[src/hdl/lmc_pkg.sv]
package lmc_pkg;

   typedef logic [1:0] csr_index_type;
   typedef logic [3:0] state_type;

   localparam csr_index_type CSR_BASE_DELAY = 2'd0;
   localparam csr_index_type CSR_MOD_DEPTH  = 2'd1;
   localparam csr_index_type CSR_LFO_PERIOD = 2'd2;
   localparam csr_index_type CSR_WET_AMOUNT = 2'd3;

   localparam state_type S_IDLE = 4'd0;
   localparam state_type S_DIV  = 4'd1;
   localparam state_type S_SINE = 4'd2;
   localparam state_type S_MOFF = 4'd3;
   localparam state_type S_ADDR = 4'd4;
   localparam state_type S_RDA  = 4'd5;
   localparam state_type S_RDB  = 4'd6;
   localparam state_type S_MA   = 4'd7;
   localparam state_type S_MB   = 4'd8;
   localparam state_type S_MX   = 4'd9;
   localparam state_type S_MW   = 4'd10;
   localparam state_type S_OUT  = 4'd11;

   localparam int COUNT_BITS  = 24;
   localparam int PHASE_BITS  = 16;
   localparam int DIV_STEPS   = COUNT_BITS + PHASE_BITS;
   localparam int DEPTH_BITS  = 20;
   localparam int WET_BITS    = 9;
   localparam int GAIN_BITS   = 18;

   localparam logic [63:0] HALF_PI_Q30 = 64'd1686629713;
   localparam logic [63:0] Q30_ONE     = 64'd1073741824;
   localparam logic [16:0] WET_COEF    = 17'd39322;
   localparam logic [8:0]  WET_FULL    = 9'd256;

   typedef logic [COUNT_BITS-1:0] count_type;
   typedef logic [PHASE_BITS-1:0] phase_type;

endpackage

[src/hdl/lmc_phase_div.sv]
module lmc_phase_div (
   input  logic                clock,
   input  logic                reset,
   input  logic                start,
   input  lmc_pkg::count_type  count,
   input  lmc_pkg::count_type  period,
   output logic                done,
   output lmc_pkg::phase_type  phase
);
   import lmc_pkg::*;

   localparam int STEP_W = $clog2(DIV_STEPS + 1);

   logic [DIV_STEPS-1:0]  num_ff, num_in;
   logic [COUNT_BITS-1:0] rem_ff, rem_in;
   logic [COUNT_BITS-1:0] per_ff, per_in;
   phase_type             q_ff, q_in;
   logic [STEP_W-1:0]     step_ff, step_in;
   logic                  busy_ff, busy_in;
   logic                  done_ff, done_in;
   logic [COUNT_BITS:0]   trial;
   logic                  fits;

   assign trial = {rem_ff, num_ff[DIV_STEPS-1]};
   assign fits  = trial >= {1'b0, per_ff};

   always_comb begin
      num_in  = num_ff;
      rem_in  = rem_ff;
      per_in  = per_ff;
      q_in    = q_ff;
      step_in = step_ff;
      busy_in = busy_ff;
      done_in = 1'b0;
      if (start) begin
         num_in  = {count, {PHASE_BITS{1'b0}}};
         rem_in  = '0;
         per_in  = period;
         step_in = '0;
         busy_in = 1'b1;
      end else if (busy_ff) begin
         num_in  = {num_ff[DIV_STEPS-2:0], 1'b0};
         rem_in  = fits ? COUNT_BITS'(trial - {1'b0, per_ff}) : trial[COUNT_BITS-1:0];
         q_in    = {q_ff[PHASE_BITS-2:0], fits};
         step_in = step_ff + 1'b1;
         if (step_ff == STEP_W'(DIV_STEPS - 1)) begin
            busy_in = 1'b0;
            done_in = 1'b1;
         end
      end
   end

   always_ff @(posedge clock) begin
      num_ff  <= num_in;
      rem_ff  <= rem_in;
      per_ff  <= per_in;
      q_ff    <= q_in;
      step_ff <= step_in;
      if (reset) begin
         busy_ff <= 1'b0;
         done_ff <= 1'b0;
      end else begin
         busy_ff <= busy_in;
         done_ff <= done_in;
      end
   end

   assign done  = done_ff;
   assign phase = q_ff;

   a_done_after_busy: assert property (@(posedge clock) disable iff (reset)
      done_ff |-> $past(busy_ff)) else $error("phase divider done without run");
   a_no_restart: assert property (@(posedge clock) disable iff (reset)
      start |-> !busy_ff) else $error("phase divider restarted while busy");
   a_step_range: assert property (@(posedge clock) disable iff (reset)
      busy_ff |-> step_ff < STEP_W'(DIV_STEPS)) else $error("phase divider overran");

endmodule

[config.mk]
export PLATFORM = sky130hd
export DESIGN_NAME = lmc_phase_div
export DESIGN_NICKNAME = d
export VERILOG_FILES = /design/src/hdl/lmc_pkg.sv /design/src/hdl/lmc_phase_div.sv
export SDC_FILE = /design/constraint.sdc
export NUM_CORES = 1
export LEC_CHECK = 0
export BUFFER_PORTS_ARGS = -buffer_cell sky130_fd_sc_hd__buf_2
export CAP_MARGIN = 40
export CORE_MARGIN = 2
export CORE_UTILIZATION = 50
export DETAILED_ROUTE_END_ITERATION = 10
export PLACE_DENSITY = 0.77
export SLEW_MARGIN = 15
export SYNTH_ARGS = -nofsm -noshare
export SYNTH_HDL_FRONTEND = slang
export SYNTH_SLANG_ARGS = --single-unit
export TNS_END_PERCENT = 1
[constraint.sdc]
create_clock -name clock -period 2.6 [get_ports clock]
set_input_delay 0.39 -clock clock [delete_from_list [all_inputs] [get_ports clock]]
set_output_delay 0.39 -clock clock [all_outputs]
set_load 0.02 [all_outputs]
==> metrics.yaml <==
status: "finished with violations"
violations: "setup timing"
min_from: "period[3]"
clock_path_buffers: 2
htreeDepth: 3
setup_tns_ns: -0.0527
holdBufCountCts: 0
fin_crit_sh: 1.02
nNetsFinal: 650
combPwrFrac: 0.236
initial_core_util: 0.513
die_area_um2: 10800
die_w_um: 104
wl_um: 11200
r2r_end: "rem_ff[14]"
fillCellCount: 743
power-per-cell-area_nw_per_um2: 561
period_minus_slack_ns: 2.65
finClkSkew_ns: 0.0172
io_pins: 68
grt_pass1_wl_um: 17500
drv_slew: 0
grt_antenna_before_repair: 0
timing.hold.ws_ns: 0.187
placed_cell_area_um2: 5800
numPortBuffers: 67
fmax_mhz: 377
syn_area_um2: 4990
hpwl_um: 7540
wl_per_cell_um: 15.7
pwr-share-seq: 0.500
root_buffer: "clkbuf_8"
clkTransAtPathRegs_ns: 0.09
grt_setup_unrepaired: "true"
setup-violations-final: 1
startpoint_type: "flip-flop"
grt_usage: 0.201
drt_iter0_drc: 235
gp_congestion: 0.929
regArea_um2: 2560
drtAntennaViolNets: 0
hold_viol: 0
syn-mean-instance-area_um2: 11.1
first_pass_iters: 4
die_h_um: 104
hold_path_class: "input port to flip-flop"
fin_cells: 711
avgViaCountPerCell: 5.37
drc: 0
overflow: 0
synth-main-ff-cell: "edfxtp_1"
setup_slack_ns: -0.0527
worstHoldPathCells: 1
vdd_ir_drop_max_uv: 415
crit_path_end_kind: "flip-flop"
timing.rr.start: "per_ff[0]"
r2r_cells: 10
clkPwrFrac: 0.264
ys_ff_latch: 96
max-cap-violations: 0
critPathRequiredTime_ns: 2.88
ys_seq_area_frac: 0.514
synthesis.instances: 451
num_vias: 3816
drive_gt1_frac: 0.391
n_antenna_cell: 0
synth_edf_count: 64
synth_nets: 528
tightest_slew_ns: 0.565
grt_pass1_vias: 3763
fin_util: 0.661
area_growth_pct: 29.0
critical_path_class: "flip-flop to flip-flop"
clock-sinks: 96
dp.cells: 682
critPathMaxFanout: 4
cts_made_buffers: 9
multiInputGateArea_um2: 2540
leakage_nw: 2.60
swShare: 0.270
max_slew_margin: 0.623
ys_async_sr_fraction: 0
grt_max_degree: 49
cts_tree: "built"
min_to: "per_ff[3]"
dp_slack_ns: -0.154
arrival_ns: 2.94
ys_warn_count: 0
final_area_um2: 6430
rows: 36
total_power_mw: 3.61
intPower_mw: 2.63
core_um2: 9730
switching_power_mw: 0.973
rrSetupSlack_ns: -0.05
clock_latency_ns: 0.37
synthDistinctLibCells: 69
flip-flops by register name, summed over array words and instances, names as in the netlist:
signal and count:
step_ff 6, rem_ff 24, phase 16, per_ff 24
busy_ff 1, num_ff 24, done 1
how the worst max path moves through the flow:
stage               from    endpoint  cells past startpoint  slack, ns
6_report       per_ff[0]  rem_ff[14]                     10      -0.05
3_3_place_gp   per_ff[3]  rem_ff[14]                     10      -0.04
4_1_cts        per_ff[6]   rem_ff[3]                     12      -0.10
2_1_floorplan  per_ff[6]   rem_ff[4]                     12     -0.004
3_5_place_dp   per_ff[6]   rem_ff[3]                     12      -0.15
5_1_grt        per_ff[6]  rem_ff[10]                     13      -0.12
worst max-delay path, cell delays in order (launching register included):
cell	delay (ns)
edfxtp_1	0.43
ha_4	0.20
fa_2	0.35
nor2b_2	0.14
o31a_1	0.17
o21ai_2	0.11
buf_4	0.15
a211oi_2	0.24
nor4_1	0.09
or4_4	0.42
a311oi_2	0.24
cells in the final DEF, fill, tap and decap left out, drive strengths merged, types with 8 or more instances in the layout:
master  count
buf       126
edfxtp     64
nand2      46
inv        35
dfxtp      32
nor2       32
ha         25
mux2       24
a21oi      23
o21ai      22
clkbuf     13
xnor2      11
a211oi     10
mux2i       9
a21o        8
xor2        8
a311oi      8
cells by family after synthesis:
| kind of cell | Yosys count | share of synthesized area |
|---|---|---|
| AND/OR/NAND/NOR | 124 | 0.120 |
| buffers and inverters | 50 | 0.0467 |
| multiplexers | 33 | 0.0723 |
| flip-flops | 96 | 0.514 |
| XOR/XNOR | 19 | 0.0334 |
| AO/OA/AOI/OAI | 103 | 0.147 |
| adder cells (fa/ha/maj) | 26 | 0.0667 |
cell usage after synthesis (2+ instances only):
| library cell | number | area, µm² |
|---|---|---|
| mux2i_1 | 9 | 90.1 |
| edfxtp_1 | 64 | 1920 |
| or2_2 | 2 | 12.5 |
| nor4_1 | 3 | 18.8 |
| a211oi_1 | 9 | 67.6 |
| o21ai_1 | 2 | 10.0 |
| o21a_1 | 5 | 37.5 |
| dfxtp_1 | 32 | 641 |
| nor2b_1 | 2 | 12.5 |
| and2_1 | 4 | 25.0 |
| a311oi_1 | 8 | 70.1 |
| nor3_1 | 5 | 25.0 |
| mux2_2 | 24 | 270 |
| nor2_1 | 32 | 120 |
| xor2_1 | 8 | 70.1 |
| buf_6 | 4 | 45.0 |
| o22ai_1 | 2 | 12.5 |
| ha_1 | 25 | 313 |
| nand3_1 | 5 | 25.0 |
| o21ai_0 | 19 | 95.1 |
| or4_1 | 2 | 15.0 |
| xnor2_1 | 11 | 96.3 |
| o21bai_1 | 3 | 22.5 |
| nand4_1 | 4 | 25.0 |
| o211ai_1 | 3 | 22.5 |
| buf_1 | 2 | 7.51 |
| inv_1 | 34 | 128 |
| a21o_1 | 8 | 60.1 |
| nand2_1 | 45 | 169 |
| a21oi_1 | 23 | 115 |
| nand2b_1 | 5 | 31.3 |
| and3_2 | 2 | 15.0 |
| o32ai_1 | 2 | 17.5 |
| a31oi_1 | 2 | 12.5 |
| clkbuf_1 | 5 | 18.8 |
| or3_1 | 2 | 12.5 |
| a32oi_1 | 2 | 17.5 |
repair_timing:
| item | in CTS | in global routing |
|---|---|---|
| pin swaps | 10 | 22 |
| setup endpoints to repair | 23 | 25 |
| setup buffers | 3 | 9 |
| cloned | 1 | 0 |
| gates resized for setup | 19 | 45 |
per-layer routing:
layer / vias to the layer above / track usage / part of all wire
met1: 1795 / 0.249 / 0.42
met3: 19 / 0.0539 / 0.065
met2: 117 / 0.340 / 0.50
li1: 1885 / - / -
met4: 0 / 0.0714 / 0.017
met5: - / 0 / 0
power by group through the flow:
stage	clock, mW	combinational (mW)	sequential [mW]
4_1_cts	0.982	0.755	1.80
6_report	0.954	0.851	1.80
2_1_floorplan	0	0.475	1.83
3_5_place_dp	0	0.722	1.83
3_3_place_gp	0	0.699	1.83
5_1_grt	1.03	0.924	1.82
final cells by class:
| class | instances | area share |
|---|---|---|
| clock buffers | 13 | 0.0231 |
| inverters | 35 | 0.0204 |
| repair buffers | 126 | 0.130 |
| multi-input cells | 305 | 0.395 |
| well taps | 133 | 0.0259 |
| clock inverters | 3 | 0.00661 |
| flip-flops and latches | 96 | 0.398 |
Power figures use the tool's default switching activity.
